--- src/hdl/rau_pkg.sv ---
package rau_pkg;

   localparam int OPERAND_WIDTH = 16;
   localparam int PROD_W = 2 * OPERAND_WIDTH;
   localparam int MAG_W = PROD_W + 1;
   localparam int NUM_W = 33;
   localparam int DEN_W = 31;

   typedef enum logic [1:0] {
      OP_ADD = 2'd0,
      OP_SUB = 2'd1,
      OP_MUL = 2'd2,
      OP_DIV = 2'd3
   } op_type;

   typedef enum logic [1:0] {
      STAT_OK       = 2'd0,
      STAT_ZERO_DEN = 2'd1,
      STAT_DIV_ZERO = 2'd2
   } status_type;

   typedef enum logic [1:0] {
      SEL_HOLD  = 2'd0,
      SEL_LOAD  = 2'd1,
      SEL_SHIFT = 2'd2,
      SEL_DIFF  = 2'd3
   } sel_type;

   typedef struct packed {
      sel_type u_sel;
      sel_type v_sel;
   } cell_ctl_type;

   typedef struct packed {
      logic [1:0]                       operation;
      logic signed [OPERAND_WIDTH-1:0]  a_num;
      logic signed [OPERAND_WIDTH-1:0]  a_den;
      logic signed [OPERAND_WIDTH-1:0]  b_num;
      logic signed [OPERAND_WIDTH-1:0]  b_den;
   } req_type;

   typedef struct packed {
      logic signed [NUM_W-1:0] result_num;
      logic [DEN_W-1:0]        result_den;
      logic [1:0]              status;
   } rsp_type;

endpackage

--- src/hdl/rau_cell.sv ---
module rau_cell import rau_pkg::*; (
   input  logic         clock,
   input  cell_ctl_type ctl,
   input  logic         u_load,
   input  logic         v_load,
   input  logic         u_up,
   input  logic         v_up,
   input  logic         duv_up,
   input  logic         dvu_up,
   input  logic         buv_in,
   input  logic         bvu_in,
   output logic         u,
   output logic         v,
   output logic         duv,
   output logic         dvu,
   output logic         buv_out,
   output logic         bvu_out
);

   logic u_ff, u_in;
   logic v_ff, v_in;

   assign u = u_ff;
   assign v = v_ff;

   assign duv     = u_ff ^ v_ff ^ buv_in;
   assign buv_out = (~u_ff & v_ff) | (~(u_ff ^ v_ff) & buv_in);
   assign dvu     = v_ff ^ u_ff ^ bvu_in;
   assign bvu_out = (~v_ff & u_ff) | (~(u_ff ^ v_ff) & bvu_in);

   always_comb begin
      case (ctl.u_sel)
         SEL_HOLD:  u_in = u_ff;
         SEL_LOAD:  u_in = u_load;
         SEL_SHIFT: u_in = u_up;
         SEL_DIFF:  u_in = duv_up;
         default:   u_in = u_ff;
      endcase
      case (ctl.v_sel)
         SEL_HOLD:  v_in = v_ff;
         SEL_LOAD:  v_in = v_load;
         SEL_SHIFT: v_in = v_up;
         SEL_DIFF:  v_in = dvu_up;
         default:   v_in = v_ff;
      endcase
   end

   always_ff @(posedge clock) begin
      u_ff <= u_in;
      v_ff <= v_in;
   end

endmodule

--- src/hdl/rau_gcd.sv ---
module rau_gcd import rau_pkg::*; (
   input  logic             clock,
   input  logic             reset,
   input  logic             start,
   input  logic [MAG_W-1:0] x,
   input  logic [MAG_W-1:0] y,
   output logic             done,
   output logic [MAG_W-1:0] g
);

   localparam int KW = $clog2(MAG_W + 1);

   logic             busy_ff, busy_in;
   logic             done_ff, done_in;
   logic [KW-1:0]    k_ff, k_in;
   logic [MAG_W-1:0] g_ff, g_in;
   cell_ctl_type     ctl;

   logic [MAG_W-1:0] u_bits, v_bits, duv_bits, dvu_bits;
   logic [MAG_W:0]   u_ext, v_ext, duv_ext, dvu_ext;
   logic [MAG_W:0]   buv_c, bvu_c;
   logic             equal;

   assign u_ext   = {1'b0, u_bits};
   assign v_ext   = {1'b0, v_bits};
   assign duv_ext = {1'b0, duv_bits};
   assign dvu_ext = {1'b0, dvu_bits};
   assign buv_c[0] = 1'b0;
   assign bvu_c[0] = 1'b0;

   genvar i;
   generate
      for (i = 0; i < MAG_W; i++) begin : g_cell
         rau_cell u_cell (
            .clock   (clock),
            .ctl     (ctl),
            .u_load  (x[i]),
            .v_load  (y[i]),
            .u_up    (u_ext[i+1]),
            .v_up    (v_ext[i+1]),
            .duv_up  (duv_ext[i+1]),
            .dvu_up  (dvu_ext[i+1]),
            .buv_in  (buv_c[i]),
            .bvu_in  (bvu_c[i]),
            .u       (u_bits[i]),
            .v       (v_bits[i]),
            .duv     (duv_bits[i]),
            .dvu     (dvu_bits[i]),
            .buv_out (buv_c[i+1]),
            .bvu_out (bvu_c[i+1])
         );
      end
   endgenerate

   assign equal = (duv_bits == '0);

   always_comb begin
      ctl     = '{u_sel: SEL_HOLD, v_sel: SEL_HOLD};
      busy_in = busy_ff;
      done_in = 1'b0;
      k_in    = k_ff;
      g_in    = g_ff;
      if (start) begin
         ctl     = '{u_sel: SEL_LOAD, v_sel: SEL_LOAD};
         busy_in = 1'b1;
         k_in    = '0;
      end else if (busy_ff) begin
         if (equal) begin
            busy_in = 1'b0;
            done_in = 1'b1;
            g_in    = u_bits << k_ff;
         end else if (!u_bits[0] && !v_bits[0]) begin
            ctl  = '{u_sel: SEL_SHIFT, v_sel: SEL_SHIFT};
            k_in = k_ff + 1'b1;
         end else if (!u_bits[0]) begin
            ctl.u_sel = SEL_SHIFT;
         end else if (!v_bits[0]) begin
            ctl.v_sel = SEL_SHIFT;
         end else if (!buv_c[MAG_W]) begin
            ctl.u_sel = SEL_DIFF;
         end else begin
            ctl.v_sel = SEL_DIFF;
         end
      end
   end

   always_ff @(posedge clock) begin
      if (reset) begin
         busy_ff <= 1'b0;
         done_ff <= 1'b0;
      end else begin
         busy_ff <= busy_in;
         done_ff <= done_in;
      end
      k_ff <= k_in;
      g_ff <= g_in;
   end

   assign done = done_ff;
   assign g    = g_ff;

endmodule

--- src/hdl/rau_div.sv ---
module rau_div import rau_pkg::*; (
   input  logic             clock,
   input  logic             reset,
   input  logic             start,
   input  logic [MAG_W-1:0] a,
   input  logic [MAG_W-1:0] b,
   input  logic [MAG_W-1:0] d,
   output logic             done,
   output logic [MAG_W-1:0] qa,
   output logic [MAG_W-1:0] qb
);

   localparam int CW = $clog2(MAG_W);

   logic             busy_ff, busy_in;
   logic             done_ff, done_in;
   logic [CW-1:0]    cnt_ff, cnt_in;
   logic [MAG_W-1:0] ra_ff, ra_in, rb_ff, rb_in;
   logic [MAG_W-1:0] qa_ff, qa_in, qb_ff, qb_in;
   logic [MAG_W-1:0] d_ff, d_in;
   logic [MAG_W:0]   ta, tb, sa, sb;

   assign ta = {ra_ff, qa_ff[MAG_W-1]};
   assign tb = {rb_ff, qb_ff[MAG_W-1]};
   assign sa = ta - {1'b0, d_ff};
   assign sb = tb - {1'b0, d_ff};

   always_comb begin
      busy_in = busy_ff;
      done_in = 1'b0;
      cnt_in  = cnt_ff;
      ra_in   = ra_ff;
      rb_in   = rb_ff;
      qa_in   = qa_ff;
      qb_in   = qb_ff;
      d_in    = d_ff;
      if (start) begin
         busy_in = 1'b1;
         cnt_in  = '0;
         ra_in   = '0;
         rb_in   = '0;
         qa_in   = a;
         qb_in   = b;
         d_in    = d;
      end else if (busy_ff) begin
         if (!sa[MAG_W]) begin
            ra_in = sa[MAG_W-1:0];
            qa_in = {qa_ff[MAG_W-2:0], 1'b1};
         end else begin
            ra_in = ta[MAG_W-1:0];
            qa_in = {qa_ff[MAG_W-2:0], 1'b0};
         end
         if (!sb[MAG_W]) begin
            rb_in = sb[MAG_W-1:0];
            qb_in = {qb_ff[MAG_W-2:0], 1'b1};
         end else begin
            rb_in = tb[MAG_W-1:0];
            qb_in = {qb_ff[MAG_W-2:0], 1'b0};
         end
         cnt_in = cnt_ff + 1'b1;
         if (cnt_ff == CW'(MAG_W - 1)) begin
            busy_in = 1'b0;
            done_in = 1'b1;
         end
      end
   end

   always_ff @(posedge clock) begin
      if (reset) begin
         busy_ff <= 1'b0;
         done_ff <= 1'b0;
      end else begin
         busy_ff <= busy_in;
         done_ff <= done_in;
      end
      cnt_ff <= cnt_in;
      ra_ff  <= ra_in;
      rb_ff  <= rb_in;
      qa_ff  <= qa_in;
      qb_ff  <= qb_in;
      d_ff   <= d_in;
   end

   assign done = done_ff;
   assign qa   = qa_ff;
   assign qb   = qb_ff;

endmodule

--- src/hdl/rational_arithmetic_unit.sv ---
// Channel   Direction  Handshake               Payload
// req_      in         req_valid / req_stall   req_payload (req_type)
// rsp_      out        rsp_valid / rsp_stall   rsp_payload (rsp_type)
//
// One transaction at a time. An operand error or a zero result skips the reduction and division;
// otherwise the length of a transaction is set by the binary GCD loop in the cell row
// (one shift or subtract per cycle) and the 33-step serial divider.
// Reset is synchronous and clears all control state.
// A finished result waits in the output register while the next transaction is taken.
module rational_arithmetic_unit import rau_pkg::*; (
   input  logic    clock,
   input  logic    reset,
   input  logic    req_valid,
   output logic    req_stall,
   input  req_type req_payload,
   output logic    rsp_valid,
   input  logic    rsp_stall,
   output rsp_type rsp_payload
);

   localparam int OW = OPERAND_WIDTH;

   typedef enum logic [5:0] {
      ST_IDLE = 6'b000001,
      ST_MUL  = 6'b000010,
      ST_SUM  = 6'b000100,
      ST_GCD  = 6'b001000,
      ST_DIV  = 6'b010000,
      ST_DONE = 6'b100000
   } state_type;

   function automatic logic [OW-1:0] mag_of(input logic [OW-1:0] x);
      return x[OW-1] ? (~x + 1'b1) : x;
   endfunction

   state_type        state_ff, state_in;
   req_type          req_ff, req_in;
   logic [PROD_W-1:0] m1_ff, m1_in, m2_ff, m2_in, dm_ff, dm_in;
   logic             s1_ff, s1_in, s2_ff, s2_in, use2_ff, use2_in, dneg_ff, dneg_in;
   logic [MAG_W-1:0] nmag_ff, nmag_in;
   logic             neg_ff, neg_in;
   rsp_type          res_ff, res_in;
   rsp_type          rsp_ff, rsp_in;
   logic             rsp_valid_ff, rsp_valid_in;

   logic [OW-1:0]    an_m, ad_m, bn_m, bd_m;
   logic             an_s, ad_s, bn_s, bd_s;
   op_type           op;
   logic [MAG_W-1:0] p1, p2, nm_c, nq;
   logic             nn_c, out_free;

   logic             gcd_start, gcd_done, div_start, div_done;
   logic [MAG_W-1:0] gcd_g, qa, qb;

   assign op   = op_type'(req_ff.operation);
   assign an_m = mag_of(req_ff.a_num);
   assign ad_m = mag_of(req_ff.a_den);
   assign bn_m = mag_of(req_ff.b_num);
   assign bd_m = mag_of(req_ff.b_den);
   assign an_s = req_ff.a_num[OW-1];
   assign ad_s = req_ff.a_den[OW-1];
   assign bn_s = req_ff.b_num[OW-1];
   assign bd_s = req_ff.b_den[OW-1];

   assign p1 = {1'b0, m1_ff};
   assign p2 = {1'b0, m2_ff};

   always_comb begin
      if (!use2_ff || m2_ff == '0) begin
         nm_c = p1;
         nn_c = s1_ff;
      end else if (m1_ff == '0) begin
         nm_c = p2;
         nn_c = s2_ff;
      end else if (s1_ff == s2_ff) begin
         nm_c = p1 + p2;
         nn_c = s1_ff;
      end else if (m1_ff >= m2_ff) begin
         nm_c = p1 - p2;
         nn_c = s1_ff;
      end else begin
         nm_c = p2 - p1;
         nn_c = s2_ff;
      end
   end

   assign out_free  = !rsp_valid_ff || !rsp_stall;
   assign req_stall = (state_ff != ST_IDLE);
   assign gcd_start = (state_ff == ST_SUM) && (nm_c != '0);
   assign div_start = (state_ff == ST_GCD) && gcd_done;
   assign nq        = neg_ff ? (~qa + 1'b1) : qa;

   rau_gcd u_gcd (
      .clock (clock),
      .reset (reset),
      .start (gcd_start),
      .x     (nm_c),
      .y     ({1'b0, dm_ff}),
      .done  (gcd_done),
      .g     (gcd_g)
   );

   rau_div u_div (
      .clock (clock),
      .reset (reset),
      .start (div_start),
      .a     (nmag_ff),
      .b     ({1'b0, dm_ff}),
      .d     (gcd_g),
      .done  (div_done),
      .qa    (qa),
      .qb    (qb)
   );

   always_comb begin
      state_in     = state_ff;
      req_in       = req_ff;
      m1_in        = m1_ff;
      m2_in        = m2_ff;
      dm_in        = dm_ff;
      s1_in        = s1_ff;
      s2_in        = s2_ff;
      use2_in      = use2_ff;
      dneg_in      = dneg_ff;
      nmag_in      = nmag_ff;
      neg_in       = neg_ff;
      res_in       = res_ff;
      rsp_in       = rsp_ff;
      rsp_valid_in = rsp_valid_ff && rsp_stall;
      case (state_ff)
         ST_IDLE: begin
            if (req_valid) begin
               req_in   = req_payload;
               state_in = ST_MUL;
            end
         end
         ST_MUL: begin
            m1_in   = PROD_W'(an_m) * PROD_W'((op == OP_MUL) ? bn_m : bd_m);
            m2_in   = PROD_W'(bn_m) * PROD_W'(ad_m);
            dm_in   = PROD_W'(ad_m) * PROD_W'((op == OP_DIV) ? bn_m : bd_m);
            s1_in   = an_s ^ ((op == OP_MUL) ? bn_s : bd_s);
            s2_in   = bn_s ^ ad_s ^ (op == OP_SUB);
            use2_in = (op == OP_ADD) || (op == OP_SUB);
            dneg_in = ad_s ^ ((op == OP_DIV) ? bn_s : bd_s);
            if (req_ff.a_den == '0 || req_ff.b_den == '0) begin
               res_in   = '{result_num: '0, result_den: '0, status: STAT_ZERO_DEN};
               state_in = ST_DONE;
            end else if (op == OP_DIV && req_ff.b_num == '0) begin
               res_in   = '{result_num: '0, result_den: '0, status: STAT_DIV_ZERO};
               state_in = ST_DONE;
            end else begin
               state_in = ST_SUM;
            end
         end
         ST_SUM: begin
            if (nm_c == '0) begin
               res_in   = '{result_num: '0, result_den: DEN_W'(1), status: STAT_OK};
               state_in = ST_DONE;
            end else begin
               nmag_in  = nm_c;
               neg_in   = nn_c ^ dneg_ff;
               state_in = ST_GCD;
            end
         end
         ST_GCD: begin
            if (gcd_done) begin
               state_in = ST_DIV;
            end
         end
         ST_DIV: begin
            if (div_done) begin
               res_in.result_num = signed'(nq[NUM_W-1:0]);
               res_in.result_den = qb[DEN_W-1:0];
               res_in.status     = STAT_OK;
               state_in          = ST_DONE;
            end
         end
         ST_DONE: begin
            if (out_free) begin
               rsp_in       = res_ff;
               rsp_valid_in = 1'b1;
               state_in     = ST_IDLE;
            end
         end
         default: begin
            state_in = ST_IDLE;
         end
      endcase
   end

   always_ff @(posedge clock) begin
      if (reset) begin
         state_ff     <= ST_IDLE;
         rsp_valid_ff <= 1'b0;
      end else begin
         state_ff     <= state_in;
         rsp_valid_ff <= rsp_valid_in;
      end
      req_ff  <= req_in;
      m1_ff   <= m1_in;
      m2_ff   <= m2_in;
      dm_ff   <= dm_in;
      s1_ff   <= s1_in;
      s2_ff   <= s2_in;
      use2_ff <= use2_in;
      dneg_ff <= dneg_in;
      nmag_ff <= nmag_in;
      neg_ff  <= neg_in;
      res_ff  <= res_in;
      rsp_ff  <= rsp_in;
   end

   assign rsp_valid   = rsp_valid_ff;
   assign rsp_payload = rsp_ff;

   a_gcd_done_in_gcd: assert property (@(posedge clock) disable iff (reset)
      gcd_done |-> state_ff == ST_GCD)
      else $error("gcd done outside reduction");

   a_div_done_in_div: assert property (@(posedge clock) disable iff (reset)
      div_done |-> state_ff == ST_DIV)
      else $error("divider done outside division");

   a_err_zero_den: assert property (@(posedge clock) disable iff (reset)
      rsp_valid_ff && rsp_ff.status != STAT_OK |-> rsp_ff.result_den == '0)
      else $error("error result with nonzero denominator");

   a_ok_den_nonzero: assert property (@(posedge clock) disable iff (reset)
      rsp_valid_ff && rsp_ff.status == STAT_OK |-> rsp_ff.result_den != '0)
      else $error("ok result with zero denominator");

endmodule
--- config.mk ---
export PLATFORM = sky130hd
export DESIGN_NAME = rational_arithmetic_unit
export DESIGN_NICKNAME = d
export VERILOG_FILES = /design/src/hdl/rau_pkg.sv /design/src/hdl/rau_cell.sv /design/src/hdl/rau_gcd.sv /design/src/hdl/rau_div.sv /design/src/hdl/rational_arithmetic_unit.sv
export SDC_FILE = /design/constraint.sdc
export NUM_CORES = 2
export LEC_CHECK = 0
export ABC_AREA = 1
export ABC_CLOCK_PERIOD_IN_PS = 52100
export CORE_UTILIZATION = 39
export CTS_BUF_LIST = sky130_fd_sc_hd__clkbuf_4 sky130_fd_sc_hd__clkbuf_8
export DETAILED_ROUTE_END_ITERATION = 10
export DONT_BUFFER_PORTS = 1
export PLACE_DENSITY = 0.63
export SKIP_LAST_GASP = 1
export SLEW_MARGIN = 20
export SYNTH_ARGS = -nofsm -noshare
export SYNTH_HDL_FRONTEND = slang
export SYNTH_HIERARCHICAL = 1
export SYNTH_SLANG_ARGS = --single-unit
--- constraint.sdc ---
create_clock -name clock -period 52.1 [get_ports clock]
set_input_delay 10.42 -clock clock [delete_from_list [all_inputs] [get_ports clock]]
set_output_delay 10.42 -clock clock [all_outputs]
set_load 0.005 [all_outputs]
Word level (Yosys, flattened, before mapping). Cells that the tools add are included. Widths: inputs -> output; s select.

Bits in registers: 618. Bits in latches: 0. RAM bits: 0. Bits in read-only memories: 0. Bits of input ports: 70. Output and inout port bits: 68. Memories kept: 0.

$add $sub $neg: 12. Multiply operators: 3. Div/mod/pow operators: 0. Order comparisons: 1. Eq/ne operators: 24. Shift-type cells: 1. Multiplexer cells: 123. Bitwise logic cells: 396. Reductions and logical operators: 37.

Operators with widths (number): $mux 33 (9); $mux 66 (4); $pmux 66 s3 (1); $pmux 1 s3 (64); $and 1x1->1 (127); $not 1->1 (101); $xor 1x1->1 (101); $mul 16x16->32 (3); $mux 16 (6); $sub 34x33->34 (2); $logic_not 33->1 (2); $sub 32x32->33 (2); $add 16x1->16 const B (4); $logic_not 32->1 (2); $mux 32 (2); $not 16->16 (4); $or 1x1->1 (62); $logic_not 16->1 (3); $mux 6 (7); $pmux 6 s6 (1); $add 32x32->33 (1); $add 33x1->33 const B (1); $not 33->33 (1); $reduce_bool 33->1 (1); 31 further kinds (86).

Depth between registers and ports, before layout.
Word-level depth: 75. Gate-level depth with buffers: 45.

Modules after synthesis. Netlist, hierarchy kept.

By module, submodules not included: rational_arithmetic_unit (times used 1, cells each 5827, area an instance 46358.2 um^2, sequential area each 10109.7 um^2); rau_div (times used 1, cells each 2014, area an instance 12941.2 um^2, sequential area each 4454.3 um^2); rau_cell (times used 33, cells each 22, area an instance 175.2 um^2, sequential area each 60.1 um^2); rau_gcd (times used 1, cells each 490, area an instance 3345.7 um^2, sequential area each 1151.1 um^2).

Worst setup path after synthesis. Ideal clock, no wire load.

Kind: flip-flop to flip-flop. Start point: register u_gcd.g_cell[0].u_cell.u_ff. End point: register u_gcd.g_cell[0].u_cell.v_ff (data pin). Data arrival time: 19.716 ns. Path slack: 32.116 ns. Cell stages (with the launch flop): 45. Buffers on the path: 0. Period minus slack after synthesis: 19.984 ns. Path through: edfxtp_1 > inv_1 > fa_1 > fa_1 > fa_1 > fa_1 > fa_1 > fa_1 > fa_1 > fa_1 > fa_1 > fa_1 > fa_1 > fa_1 > fa_1 > fa_1 > fa_1 > fa_1 > (+9 left out) > fa_1 > fa_1 > fa_1 > fa_1 > fa_1 > fa_1 > fa_1 > fa_1 > inv_1 > nor2_1 > nand2_1 > nor2_1 > nand3_2 > nand2_1 > o21ai_0 > inv_1 > nand3_1 > nand3_1.

RTL lines: start: declaration (RTL line rau_cell.sv:20) `logic u_ff, u_in;`; start signal: assignment (RTL line rau_cell.sv:49) `u_ff <= u_in;`; end signal: assignment (RTL line rau_cell.sv:50) `v_ff <= v_in;`; end: declaration (RTL line rau_cell.sv:21) `logic v_ff, v_in;`.

==> results.json <==
{
  "status": "finished, final reports clean",
  "avgSynthCellArea_um2": 7.56,
  "grt_overflow": 0,
  "critical_path_class": "flip-flop to flip-flop",
  "rsz0062_at_grt": "false",
  "final.min_clock_period_ns": 18.18,
  "cap_violations": 0,
  "place.gp.congestion": 1.00,
  "fp.dieW_um": 421,
  "setup_tns_ns": 0,
  "clock_latency_ns": 0.86,
  "ctsRootBufferMaster": "clkbuf_8",
  "path_max_fanout": 99,
  "drive_above_1_share_pct": 4.77,
  "grtUsageTotal_pct": 23.9,
  "clock.fmax_mhz": 55.0,
  "grt_pass1_wl_mm": 327,
  "drc": 0,
  "ctsResizeCount": 0,
  "via_per_inst": 5.09,
  "max_slew_margin_pct": 17.0,
  "worst_setup_path_end_kind": "flip-flop",
  "core_area_um2": 174000,
  "io_pins": 138,
  "yosysWarnings": 6,
  "slew_viol_final": 0,
  "drtIter0Drc": 5059,
  "dp_hpwl_mm": 170,
  "hp-class": "flip-flop to flip-flop",
  "ctsLongestPathBuffers": 3,
  "cpMaxStageDelayCell": "buf_4",
  "grt_pass1_vias": 57300,
  "skew_ns": 0.0727,
  "num_rows": 153,
  "routed_wl_mm": 212,
  "max_stage_delay_ns": 0.70,
  "antenna_found_initial": 9,
  "h-tree-depth": 3,
  "instances_no_fill": 11400,
  "antenna_left": 0,
  "cts_buffers": 109,
  "grt_max_degree": 100,
  "dr.pass1.iters": 8,
  "area_growth_pct": 6.90,
  "worstPathArrival_ns": 18.76,
  "fillCellCount": 17800,
  "clkTransAtPathRegs_ns": 0.06,
  "worstSetupStartpointType": "flip-flop",
  "clock_sinks": 619,
  "dp.cells": 11200,
  "nets": 10200,
  "cp.required_ns": 52.68,
  "initial_utilization_pct": 39.3,
  "avgRoutedWirePerCell_um": 18.6,
  "fp.dieH_um": 421,
  "post_cts_buffers": 0,
  "cts_hold_buf": 0,
  "finalCritPeriodShare_pct": 34.9,
  "worst-slew-pin-transition_ns": 1.23,
  "fp.dieArea_um2": 177000,
  "netlist_instances": 9056,
  "routed-via-count": 58200,
  "hold_ws_ns": 0.412,
  "crit_top_cell": "fa_1",
  "setup_viol": 0,
  "hold_violations": 0,
  "cts_tree": "built",
  "port_buffers": 0,
  "synth_area_um2": 68400
}
## metrics by stage
step           worst slack [ns]  util (%)  area [µm²]
5_1_grt                   33.09      42.0       73100
3_3_place_gp              34.11      40.7       70800
2_1_floorplan             32.12         -       68400
4_1_cts                   33.78      42.0       73100
6_report                  33.92      42.0       73100
3_5_place_dp              33.83      40.7       70800
## cells in the final DEF, fill, tap and decap left out, types with 30 or more instances in the layout
master / instances
edfxtp_1: 530
nand3_1: 692
clkbuf_4: 37
nor2_1: 779
dfxtp_1: 89
o21bai_1: 30
fa_1: 653
nor3_1: 68
nand4_1: 73
inv_1: 1933
ha_1: 482
xnor2_1: 49
nand2_2: 49
nand2_1: 2459
o21ai_0: 174
clkbuf_8: 111
o21ai_1: 34
a21oi_1: 318
xor2_1: 134
clkinv_1: 43
buf_4: 70
## cell type report
type | instances | area, µm² | share of cell area (%)
multi-input cells | 6241 | 42300 | 57.8
clock buffers | 148 | 1810 | 2.47
flip-flops and latches | 619 | 17700 | 24.2
well taps | 2325 | 2910 | 3.98
diodes | 7 | 17.5 | 0.0239
inverters | 1972 | 7400 | 10.1
repair buffers | 70 | 526 | 0.718
clock inverters | 53 | 527 | 0.720
## critical path: cells and delay by family (launching register included)
family	cells	cell delay [ns]
adders and majority gates	33	15.36
buffers and inverters	4	1.04
DFF	1	0.49
and+or+nand+nor	8	0.93
## metal layers
layer | GRT usage, % | up-vias | share of wire [%]
met1 | 32.0 | 27800 | 43
met2 | 38.1 | 2272 | 45
li1 | - | 27700 | -
met5 | 0 | - | 0.021
met3 | 4.09 | 443 | 7.4
met4 | 10.0 | 6 | 4.6
## path summary, 6_finish.rpt
| path | from | endpoint | slack, ns | depth (start not counted) |
|---|---|---|---|---|
| hold / removal | res_ff[28]$_SDFFCE_PN0P_ | rsp_payload[28]$_DFFE_PP_ | 0.41 | 0 |
| setup reg to reg | u_gcd/g_cell[0].u_cell/u$_DFFE_PP_ | u_gcd/g_cell[32].u_cell/u$_DFFE_PP_ | 33.92 | 45 |
| hold reg to reg | res_ff[28]$_SDFFCE_PN0P_ | rsp_payload[28]$_DFFE_PP_ | 0.41 | 0 |
| setup / recovery | u_gcd/g_cell[0].u_cell/u$_DFFE_PP_ | u_gcd/g_cell[32].u_cell/u$_DFFE_PP_ | 33.92 | 45 |
## sequential cells by signal (all words and copies together) (netlist names), 2 cells and up
register,flops
nmag_ff,33
u_div/d_ff,33
req_ff,60
state_ff,6
u_div/cnt_ff,6
u_div/ra_ff,33
m2_ff,32
rsp_payload,66
m1_ff,32
u_gcd/k_ff,6
dm_ff,32
u_gcd/g,33
u_div/qa,33
u_div/rb_ff,33
u_gcd/g_cell.u_cell/u,33
u_div/qb,33
u_gcd/g_cell.u_cell/v,33
op,2
res_ff,66
Power is not shown: default switching activity piles up to over one toggle a cycle in this logic, so the estimate is an artifact.
